File: src/sv/jfshp_pkg.sv
// Package with the item types, codes and control store for the JPEG frame/scan header parser.
`timescale 1ns / 1ps

package jfshp_pkg;

    localparam int unsigned COMPONENTS = 3;
    localparam int unsigned BLOCK_SIZE = 8;

    // Segment kinds.
    localparam logic KIND_FRAME = 1'b0;
    localparam logic KIND_SCAN  = 1'b1;

    // Result status codes.
    localparam logic [2:0] STAT_OK          = 3'd0;
    localparam logic [2:0] STAT_BAD_COUNT   = 3'd1;
    localparam logic [2:0] STAT_BAD_QUANT   = 3'd2;
    localparam logic [2:0] STAT_BAD_HUFF    = 3'd3;
    localparam logic [2:0] STAT_ZERO_FACTOR = 3'd4;

    typedef struct packed {
        logic [7:0] data_byte;
        logic       segment_start;
        logic       segment_kind;
    } t_header_item;

    typedef struct packed {
        logic        done_kind;
        logic [2:0]  status;
        logic        layer;
        logic [15:0] image_height;
        logic [15:0] image_width;
        logic [13:0] mcu_columns;
        logic [13:0] mcu_rows;
        logic [23:0] sampling_factors;
        logic [2:0]  quant_table_ids;
        logic [5:0]  huffman_table_ids;
    } t_result_item;

    // Micro-operations executed for one header byte.
    typedef enum logic [3:0] {
        UOP_NOP,
        UOP_HEIGHT_HI,
        UOP_HEIGHT_LO,
        UOP_WIDTH_HI,
        UOP_WIDTH_LO,
        UOP_COUNT,
        UOP_FACTOR,
        UOP_QUANT,
        UOP_HUFF,
        UOP_SCAN_END
    } t_uop;

    typedef struct packed {
        t_uop       op;
        logic [1:0] comp;
        logic       last;   // Last byte of a frame header: branch to the MCU divide routine.
    } t_ctrl_word;

    // Control store, addressed by segment kind and byte position.
    function automatic t_ctrl_word ucode_rom(input logic kind, input logic [4:0] pos);
        t_ctrl_word cw;
        cw = '{op: UOP_NOP, comp: 2'd0, last: 1'b0};
        if (kind == KIND_FRAME) begin
            case (pos)
                5'd3:    cw.op = UOP_HEIGHT_HI;
                5'd4:    cw.op = UOP_HEIGHT_LO;
                5'd5:    cw.op = UOP_WIDTH_HI;
                5'd6:    cw.op = UOP_WIDTH_LO;
                5'd7:    cw.op = UOP_COUNT;
                5'd9:    cw = '{op: UOP_FACTOR, comp: 2'd0, last: 1'b0};
                5'd10:   cw = '{op: UOP_QUANT,  comp: 2'd0, last: 1'b0};
                5'd12:   cw = '{op: UOP_FACTOR, comp: 2'd1, last: 1'b0};
                5'd13:   cw = '{op: UOP_QUANT,  comp: 2'd1, last: 1'b0};
                5'd15:   cw = '{op: UOP_FACTOR, comp: 2'd2, last: 1'b0};
                5'd16:   cw = '{op: UOP_QUANT,  comp: 2'd2, last: 1'b1};
                default: cw.op = UOP_NOP;
            endcase
        end else begin
            case (pos)
                5'd2:    cw.op = UOP_COUNT;
                5'd4:    cw = '{op: UOP_HUFF, comp: 2'd0, last: 1'b0};
                5'd6:    cw = '{op: UOP_HUFF, comp: 2'd1, last: 1'b0};
                5'd8:    cw = '{op: UOP_HUFF, comp: 2'd2, last: 1'b0};
                5'd11:   cw.op = UOP_SCAN_END;
                default: cw.op = UOP_NOP;
            endcase
        end
        return cw;
    endfunction

endpackage

File: src/sv/jpeg_frame_scan_header_parser.sv
// Top level of the JPEG frame/scan header parser: microcoded byte sequencer and MCU divider.
// A scan result or an error result is in the output register in the cycle after its byte.
// A good frame header runs a 14-step divide, then its result is loaded once the output is free.
// Throughput: one header byte per cycle; the input stalls after a good frame header during
// the 14 divide steps and the load, while the restoring dividers compute both MCU counts,
// and while a result waits.
// Reset (i_rst_n low, synchronous) clears the control and parsing registers and leaves the
// parser waiting for a segment start.
`timescale 1ns / 1ps

module jpeg_frame_scan_header_parser import jfshp_pkg::*; (
    input  logic         i_clk,
    input  logic         i_rst_n,
    input  logic         i_in_valid,
    output logic         o_in_ready,
    input  t_header_item i_in_data,
    output logic         o_out_valid,
    input  logic         i_out_ready,
    output t_result_item o_out_data,
    input  logic         i_cfg_valid,
    output logic         o_cfg_ready,
    input  logic         i_cfg_data
);

    localparam logic [3:0] DIV_STEPS = 4'd14;

    typedef enum logic [2:0] {
        S_RUN  = 3'b001,
        S_DIV  = 3'b010,
        S_LOAD = 3'b100
    } t_seq_state;

    t_seq_state   r_state, n_state;
    logic         r_kind, n_kind;
    logic [4:0]   r_pos, n_pos;
    logic         r_skip, n_skip;
    logic         r_halted, n_halted;
    logic [15:0]  r_height, n_height;
    logic [15:0]  r_width, n_width;
    logic [23:0]  r_factors, n_factors;
    logic [2:0]   r_quant, n_quant;
    logic [5:0]   r_huff, n_huff;
    logic [7:0]   r_base0, n_base0;
    logic         r_residual;
    logic         r_out_valid;
    t_result_item r_out_data, n_out_data;
    logic [3:0]   r_div_cnt;
    logic [13:0]  r_col_quo, n_col_quo;
    logic [3:0]   r_col_rem, n_col_rem;
    logic [13:0]  r_row_quo, n_row_quo;
    logic [3:0]   r_row_rem, n_row_rem;

    logic         in_fire;
    logic         cur_kind;
    logic [4:0]   cur_pos;
    logic         cur_skip;
    logic         cur_halted;
    t_ctrl_word   cw;
    logic [7:0]   b;
    logic         emit;
    logic [2:0]   emit_status;
    logic         start_div;
    logic         load_div;
    logic [3:0]   hf;
    logic [3:0]   vf;
    logic [4:0]   col_trial;
    logic [4:0]   row_trial;
    logic         col_ge;
    logic         row_ge;

    assign o_in_ready  = (r_state == S_RUN) && (!r_out_valid || i_out_ready);
    assign o_cfg_ready = 1'b1;
    assign o_out_valid = r_out_valid;
    assign o_out_data  = r_out_data;

    assign in_fire    = i_in_valid && o_in_ready;
    assign b          = i_in_data.data_byte;
    assign cur_kind   = i_in_data.segment_start ? i_in_data.segment_kind : r_kind;
    assign cur_pos    = i_in_data.segment_start ? 5'd0 : r_pos;
    assign cur_skip   = i_in_data.segment_start ? 1'b0 : r_skip;
    assign cur_halted = i_in_data.segment_start ? 1'b0 : r_halted;
    assign cw         = ucode_rom(cur_kind, cur_pos);

    assign hf = r_base0[7:4];
    assign vf = r_base0[3:0];

    // Byte execution: one control word per accepted byte.
    always_comb begin
        n_kind      = r_kind;
        n_pos       = r_pos;
        n_skip      = r_skip;
        n_halted    = r_halted;
        n_height    = r_height;
        n_width     = r_width;
        n_factors   = r_factors;
        n_quant     = r_quant;
        n_huff      = r_huff;
        n_base0     = r_base0;
        emit        = 1'b0;
        emit_status = STAT_OK;
        start_div   = 1'b0;
        if (in_fire) begin
            n_kind   = cur_kind;
            n_pos    = cur_pos;
            n_skip   = cur_skip;
            n_halted = cur_halted;
            if (!cur_halted) begin
                if (cur_skip) begin
                    n_skip = 1'b0;
                end else begin
                    n_pos = cur_pos + 5'd1;
                    case (cw.op)
                        UOP_HEIGHT_HI: begin
                            n_height[15:8] = b;
                            n_skip         = (b == 8'hFF);
                        end
                        UOP_HEIGHT_LO: begin
                            n_height[7:0] = b;
                            n_skip        = (b == 8'hFF);
                        end
                        UOP_WIDTH_HI: begin
                            n_width[15:8] = b;
                            n_skip        = (b == 8'hFF);
                        end
                        UOP_WIDTH_LO: begin
                            n_width[7:0] = b;
                            n_skip       = (b == 8'hFF);
                        end
                        UOP_COUNT: begin
                            if (b != 8'(COMPONENTS)) begin
                                emit        = 1'b1;
                                emit_status = STAT_BAD_COUNT;
                            end
                        end
                        UOP_FACTOR: begin
                            case (cw.comp)
                                2'd0: begin
                                    n_factors[7:0] = b;
                                    if (!r_residual) begin
                                        n_base0 = b;
                                    end
                                end
                                2'd1:    n_factors[15:8]  = b;
                                default: n_factors[23:16] = b;
                            endcase
                        end
                        UOP_QUANT: begin
                            if (b[7:1] != 7'd0) begin
                                emit        = 1'b1;
                                emit_status = STAT_BAD_QUANT;
                            end else begin
                                n_quant[cw.comp] = b[0];
                                if (cw.last) begin
                                    if (n_base0[7:4] == 4'd0 || n_base0[3:0] == 4'd0) begin
                                        emit        = 1'b1;
                                        emit_status = STAT_ZERO_FACTOR;
                                    end else begin
                                        start_div = 1'b1;
                                    end
                                end
                            end
                        end
                        UOP_HUFF: begin
                            if (b[7:5] != 3'd0 || b[3:1] != 3'd0) begin
                                emit        = 1'b1;
                                emit_status = STAT_BAD_HUFF;
                            end else begin
                                n_huff[{cw.comp, 1'b0} +: 2] = {b[0], b[4]};
                            end
                        end
                        UOP_SCAN_END: begin
                            emit = 1'b1;
                        end
                        default: begin
                        end
                    endcase
                    if (emit || start_div) begin
                        n_halted = 1'b1;
                    end
                end
            end
        end
    end

    // One restoring step per cycle for both MCU counts.
    assign col_trial = {r_col_rem, r_col_quo[13]};
    assign row_trial = {r_row_rem, r_row_quo[13]};
    assign col_ge    = col_trial >= {1'b0, hf};
    assign row_ge    = row_trial >= {1'b0, vf};

    always_comb begin
        n_col_quo = r_col_quo;
        n_col_rem = r_col_rem;
        n_row_quo = r_row_quo;
        n_row_rem = r_row_rem;
        if (start_div) begin
            // Dividends are ceil(dim / 8) + factor - 1, giving a rounded-up quotient.
            n_col_quo = {1'b0, r_width[15:3]} + 14'(|r_width[2:0])
                        + 14'(n_base0[7:4]) - 14'd1;
            n_row_quo = {1'b0, r_height[15:3]} + 14'(|r_height[2:0])
                        + 14'(n_base0[3:0]) - 14'd1;
            n_col_rem = 4'd0;
            n_row_rem = 4'd0;
        end else if (r_state == S_DIV) begin
            n_col_quo = {r_col_quo[12:0], col_ge};
            n_col_rem = col_ge ? 4'(col_trial - {1'b0, hf}) : col_trial[3:0];
            n_row_quo = {r_row_quo[12:0], row_ge};
            n_row_rem = row_ge ? 4'(row_trial - {1'b0, vf}) : row_trial[3:0];
        end
    end

    assign load_div = (r_state == S_LOAD) && (!r_out_valid || i_out_ready);

    always_comb begin
        n_state = r_state;
        case (r_state)
            S_RUN: begin
                if (start_div) begin
                    n_state = S_DIV;
                end
            end
            S_DIV: begin
                if (r_div_cnt == 4'd1) begin
                    n_state = S_LOAD;
                end
            end
            S_LOAD: begin
                if (load_div) begin
                    n_state = S_RUN;
                end
            end
            default: n_state = S_RUN;
        endcase
    end

    always_comb begin
        n_out_data = r_out_data;
        if (emit) begin
            n_out_data = '{done_kind: n_kind, status: emit_status, layer: r_residual,
                           image_height: n_height, image_width: n_width,
                           mcu_columns: 14'd0, mcu_rows: 14'd0,
                           sampling_factors: n_factors, quant_table_ids: n_quant,
                           huffman_table_ids: n_huff};
        end else if (load_div) begin
            n_out_data = '{done_kind: r_kind, status: STAT_OK, layer: r_residual,
                           image_height: r_height, image_width: r_width,
                           mcu_columns: r_col_quo, mcu_rows: r_row_quo,
                           sampling_factors: r_factors, quant_table_ids: r_quant,
                           huffman_table_ids: r_huff};
        end
    end

    always_ff @(posedge i_clk) begin
        if (!i_rst_n) begin
            r_state     <= S_RUN;
            r_kind      <= KIND_FRAME;
            r_pos       <= 5'd0;
            r_skip      <= 1'b0;
            r_halted    <= 1'b1;
            r_height    <= 16'd0;
            r_width     <= 16'd0;
            r_factors   <= 24'd0;
            r_quant     <= 3'd0;
            r_huff      <= 6'd0;
            r_base0     <= 8'd0;
            r_residual  <= 1'b0;
            r_out_valid <= 1'b0;
            r_div_cnt   <= 4'd0;
        end else begin
            r_state  <= n_state;
            r_kind   <= n_kind;
            r_pos    <= n_pos;
            r_skip   <= n_skip;
            r_halted <= n_halted;
            r_height <= n_height;
            r_width  <= n_width;
            r_factors <= n_factors;
            r_quant  <= n_quant;
            r_huff   <= n_huff;
            r_base0  <= n_base0;
            if (i_cfg_valid) begin
                r_residual <= i_cfg_data;
            end
            if (emit || load_div) begin
                r_out_valid <= 1'b1;
            end else if (i_out_ready) begin
                r_out_valid <= 1'b0;
            end
            if (start_div) begin
                r_div_cnt <= DIV_STEPS;
            end else if (r_state == S_DIV) begin
                r_div_cnt <= r_div_cnt - 4'd1;
            end
        end
    end

    always_ff @(posedge i_clk) begin
        r_out_data <= n_out_data;
        r_col_quo  <= n_col_quo;
        r_col_rem  <= n_col_rem;
        r_row_quo  <= n_row_quo;
        r_row_rem  <= n_row_rem;
    end

`ifndef NO_ASSERTIONS
    a_no_input_while_dividing: assert property (@(posedge i_clk) disable iff (!i_rst_n)
        (r_state != S_RUN) |-> !o_in_ready)
        else $error("input accepted while the MCU divide is in progress");

    a_divide_only_for_frames: assert property (@(posedge i_clk) disable iff (!i_rst_n)
        (r_state == S_DIV) |-> (r_kind == KIND_FRAME && r_halted && r_div_cnt != 4'd0))
        else $error("divider running outside a finished frame header");

    a_divisors_nonzero: assert property (@(posedge i_clk) disable iff (!i_rst_n)
        (r_state == S_DIV) |-> (hf != 4'd0 && vf != 4'd0))
        else $error("divider running with a zero sampling factor");

    a_result_registered: assert property (@(posedge i_clk) disable iff (!i_rst_n)
        (emit || load_div) |=> o_out_valid)
        else $error("result transaction was not presented");

    a_single_result_source: assert property (@(posedge i_clk) disable iff (!i_rst_n)
        !(emit && load_div))
        else $error("byte result and divide result loaded together");
`endif

endmodule

File: config.mk
export PLATFORM = sky130hd
export DESIGN_NAME = jpeg_frame_scan_header_parser
export DESIGN_NICKNAME = d
export VERILOG_FILES = /design/src/sv/jfshp_pkg.sv /design/src/sv/jpeg_frame_scan_header_parser.sv
export SDC_FILE = /design/constraint.sdc
export NUM_CORES = 1
export LEC_CHECK = 0
export BUFFER_PORTS_ARGS = -buffer_cell sky130_fd_sc_hd__buf_4
export CAP_MARGIN = 20
export CORE_UTILIZATION = 59
export CTS_CLUSTER_DIAMETER = 30
export DETAILED_ROUTE_END_ITERATION = 10
export PLACE_DENSITY_LB_ADDON = 0.2
export SYNTH_ARGS = -nofsm -noshare
export SYNTH_HDL_FRONTEND = slang
export SYNTH_SLANG_ARGS = --single-unit
File: constraint.sdc
create_clock -name i_clk -period 7.2 [get_ports i_clk]
set_clock_uncertainty 0.15 [all_clocks]
set_input_delay 1.44 -clock i_clk [delete_from_list [all_inputs] [get_ports i_clk]]
set_output_delay 1.44 -clock i_clk [all_outputs]
set_load 0.03 [all_outputs]
==> tab_implementation.tex <==
\begin{tabular}{lr}
\hline
Metric & Value \\
\hline
\multicolumn{2}{l}{\textbf{Run status}} \\
Run status & complete, no violations \\
\multicolumn{2}{l}{\textbf{Run}} \\
Number of maximum-capacitance violations & 0 \\
\multicolumn{2}{l}{\textbf{Pwr}} \\
Power per cell area & 249 nW/um2 \\
Leakage power & 5.38 nW \\
Worst IR drop on VDD & 0.000210 V \\
Total power of the final layout & roughly 3.4 mW \\
\multicolumn{2}{l}{\textbf{CTS}} \\
Post-cts sizing count & 0 \\
Clock tree from TritonCTS & done \\
Post-CTS Setup Bufs & 0 \\
Root Buffer Master & sky130\_fd\_sc\_hd\_\_clkbuf\_16 \\
Deepest level of the CTS H-tree & 2 \\
Register clock-pin slew on the reported worst setup and hold paths & about 50 ps \\
Maximum buffer depth of the clock tree & 3 \\
Number of hold buffers added after cts & 0 \\
Insertion delay to the later sink of the worst-skew pair & 520 ps \\
Total number of clock tree sinks & around 220 \\
Number of CTS-inserted buffers & 42 \\
\multicolumn{2}{l}{\textbf{STA}} \\
Final critical-path share of the clock period & 0.832 \\
Worst slew margin relative to its limit & 0.402 \\
Setup total negative slack & 0 ps \\
Hold slack & about 300 ps \\
Post-layout min period & roughly 6000 ps \\
Number of hold violations in the final report & 0 \\
Worst Max-Slew Pin Slew & 893 ps \\
Setup repair after global routing missed its margin & false \\
Final setup fails & 0 \\
Peak clock frequency supported by timing & around 170 MHz \\
PnR worst setup slack & 1210 ps \\
Total count of max-transition violations in the final report & 0 \\
\multicolumn{2}{l}{\textbf{Global route}} \\
Total grt overflow & 0 \\
Number of antenna violations at the first check in global routing & 0 \\
Grt met3 use & 0.0489 \\
Routing usage on met1 & 0.372 \\
Global-route total usage across every layer & 0.283 \\
Maximum number of pins on one net before global-route repair & just under 100 \\
Vias in the first global route & about 8300 \\
Met2 track demand over resource in global routing & 0.472 \\
Wire length of the first global-routing pass & roughly 43000 um \\
Busiest layer in global routing & met2 \\
\multicolumn{2}{l}{\textbf{Logic synthesis}} \\
Synthesized instance count & 1122 \\
Cell area after technology mapping & 11100 um2 \\
Synth warnings & 0 \\
Average instance area after synthesis & between 9 and 10 um2 \\
Synth area leader & sky130\_fd\_sc\_hd\_\_edfxtp\_1 \\
Cell with the most instances after synthesis & sky130\_fd\_sc\_hd\_\_nand2\_1 \\
Number of flops mapped to enable cells by yosys & 98 \\
Leading register cell type out of synthesis & sky130\_fd\_sc\_hd\_\_dfxtp\_1 \\
Most frequent cells after synthesis & 141 x sky130\_fd\_sc\_hd\_\_nand2\_1, 126 x sky130\_fd\_sc\_hd\_\_dfxtp\_1, 107 x sky130\_fd\_sc\_hd\_\_nor2b\_1, 98 x sky130\_fd\_sc\_hd\_\_edfxtp\_1, 81 x sky130\_fd\_sc\_hd\_\_mux2i\_1 \\
Synth unique cells & 73 \\
Number of synthesized register bits & 224 \\
Synthesized Nets & 1191 \\
Seq/Total Area, Yosys & 0.491 \\
Proportion of netlist area held by the largest area contributor & 0.265 \\
Asr flop ratio synth & 0 \\
Top area cells in the synthesized netlist & sky130\_fd\_sc\_hd\_\_edfxtp\_1 26\%, sky130\_fd\_sc\_hd\_\_dfxtp\_1 23\%, sky130\_fd\_sc\_hd\_\_mux2i\_1 7.3\% \\
\multicolumn{2}{l}{\textbf{Critical path}} \\
Worst flop-to-flop path endpoint & r\_col\_quo[12] \\
Category of the worst setup path launch point & primary input \\
Maximum fanout encountered on the critical timing path & 16 \\
Setup Crit Path Kind & primary input to flop \\
R2R setup slack & 1600 ps \\
Arrival @ worst endpoint & 6110 ps \\
Origin of the critical flop-to-flop path & r\_pos[0] \\
Max incr delay on CP & just over 500 ps \\
Master of the slowest instance on the critical path & sky130\_fd\_sc\_hd\_\_mux2i\_1 \\
CP endpoint kind & flop \\
Number of cells traversed by the worst register-to-register path & 20 \\
Chain of cells forming the critical path & buf\_4, mux2i\_1, nor3\_1, o211ai\_1, ha\_1, nand4\_1, buf\_4, nor2\_8, mux2\_2, ha\_1, fa\_1, a211oi\_1, o21bai\_1, a31oi\_1, o21ai\_0, o21ai\_0, xnor2\_1, mux2\_2 \\
Req. time, crit path & 7320 ps \\
\multicolumn{2}{l}{\textbf{Drt}} \\
Detailed router's first-iteration violation count & 507 \\
Residual DRC & 0 \\
Vias after detailed routing & 8510 \\
Initial DRT Pass Iterations & 5 \\
Routed Wire Length & between 20000 and 30000 um \\
Average via count per standard cell & 5.67 \\
Remaining number of nets flagged by the antenna check after routing & 0 \\
Avg WL per Cell & 18.2 um \\
\multicolumn{2}{l}{\textbf{Worst hold path}} \\
Min-delay src & r\_huff[5] \\
Sink of the worst hold path & r\_huff[5] \\
Cell depth of the worst min-delay path & 2 \\
Classification of the worst-slack hold path & flop to flop \\
\multicolumn{2}{l}{\textbf{Place}} \\
DP HPWL & roughly 18000 um \\
\# placed instances & around 1400 \\
Count of input and output buffers & 115 \\
GPL Wtd Cong & 1.00 \\
Post-placement cell area & 12100 um2 \\
DP Worst Slack & slightly below 800 ps \\
\multicolumn{2}{l}{\textbf{Floorplanning}} \\
Core Box Area & 18200 um2 \\
Die Span Y & between 100 and 150 um \\
Die footprint & slightly below 20000 um2 \\
Initial Utilization & 0.611 \\
Number of placed I/O pins & 117 \\
Rows & 49 \\
Width of the chip & 139 um \\
\multicolumn{2}{l}{\textbf{Layout}} \\
Number of filler instances in the final layout & 1291 \\
Layout cell share with drive strength beyond 1 & 0.174 \\
Number of antenna diodes & 0 \\
Synth-to-layout area growth & 21.4\% \\
Final-stage net count & between 1000 and 1500 \\
Final Util & 0.741 \\
Fin cells & 1501 \\
Post-route cell area & 13500 um2 \\
\hline
\end{tabular}
-- logic make-up (layout without fill, tap and decap cells) --
kind of cell               after synthesis  after routing  share of synthesized area
buffers and inverters                  123            273                     0.0449
xor gates and xnor gates                27             27                     0.0213
adders and majority gates               53             53                     0.0623
DFF                                    224            224                      0.491
other                                    1              1                   0.000337
AOI/OAI and AO/OA                      199            199                      0.111
and+or+nand+nor                        409            409                      0.191
muxes                                   86             86                     0.0783
-- how the worst max path moves through the flow --
stage,start,endpoint,slack (ps),cells past startpoint
after floorplan,i_in_data[1],r_col_quo[12],1420,22
after global placement,i_in_data[1],r_col_quo[12],900,18
after detailed placement,i_in_data[1],r_col_quo[12],780,18
after CTS,i_in_data[1],r_col_quo[12],1280,18
after global routing,i_in_data[1],r_col_quo[12],940,18
final,i_in_data[1],r_col_quo[12],1210,18
-- worst max-delay path: cells and delay by family --
family | cells | cell delay (ps)
AND/OR/NAND/NOR | 3 | 510
adder cells (fa/ha/maj) | 3 | 1020
multiplexers | 3 | 1160
AO/OA/AOI/OAI | 6 | 1480
XOR/XNOR | 1 | 80
buffers and inverters | 2 | 400
-- area by class of cell --
class | count | area [um2] | area share
Multi-Input combinational cell | 775 | 5160 | 0.382
Clock inverter | 32 | 305 | 0.0226
Clock buffer | 46 | 1080 | 0.0797
Tap cell | 229 | 287 | 0.0212
Sequential cell | 224 | 5470 | 0.405
Inverter | 71 | 267 | 0.0197
Timing Repair Buffer | 124 | 938 | 0.0695
-- layer usage --
metal / routed length, um / share of wire / vias up
li1: - / - / 4129
met1: 12100 / 0.44 / 4071
met2: 13200 / 0.48 / 275
met3: 1500 / 0.055 / 35
met4: 503 / 0.018 / 0
met5: 0 / 0 / -
-- power by group --
part	internal [mW]	switching [mW]
Sequential	1.32	0.00846
Clock	1.20	0.672
Combinational	0.0604	0.0919
Total	2.59	0.773
-- sequential cells by signal (all words and copies together) (netlist names), 5 cells and up --
register	cells
o_out_data	98
r_width	16
r_factors	24
r_huff	6
r_height	16
r_base0	8
r_pos	5
r_col_quo	14
r_row_quo	14
-- layout by cell type (no fill, tap or decap), types with 6 or more instances in the layout --
cell type / instances
sky130_fd_sc_hd__clkbuf_16: 42
sky130_fd_sc_hd__and2_1: 7
sky130_fd_sc_hd__nor4_1: 7
sky130_fd_sc_hd__nand3_1: 11
sky130_fd_sc_hd__inv_6: 6
sky130_fd_sc_hd__clkinvlp_4: 9
sky130_fd_sc_hd__buf_4: 123
sky130_fd_sc_hd__or3_1: 7
sky130_fd_sc_hd__a31oi_1: 7
sky130_fd_sc_hd__dfxtp_1: 126
sky130_fd_sc_hd__o21ai_0: 51
sky130_fd_sc_hd__xor2_1: 16
sky130_fd_sc_hd__inv_1: 68
sky130_fd_sc_hd__nor2_1: 68
sky130_fd_sc_hd__a21boi_0: 8
sky130_fd_sc_hd__nand2b_1: 11
sky130_fd_sc_hd__nor2b_1: 107
sky130_fd_sc_hd__ha_1: 49
sky130_fd_sc_hd__mux2i_1: 81
sky130_fd_sc_hd__xnor2_1: 11
sky130_fd_sc_hd__a21oi_1: 67
sky130_fd_sc_hd__and3_1: 6
sky130_fd_sc_hd__nand4_1: 11
sky130_fd_sc_hd__nand2_1: 141
sky130_fd_sc_hd__edfxtp_1: 98
sky130_fd_sc_hd__nor3_1: 7
sky130_fd_sc_hd__a211oi_1: 13
sky130_fd_sc_hd__a21o_1: 10
Note: power is estimated with default switching activity, not from simulation.
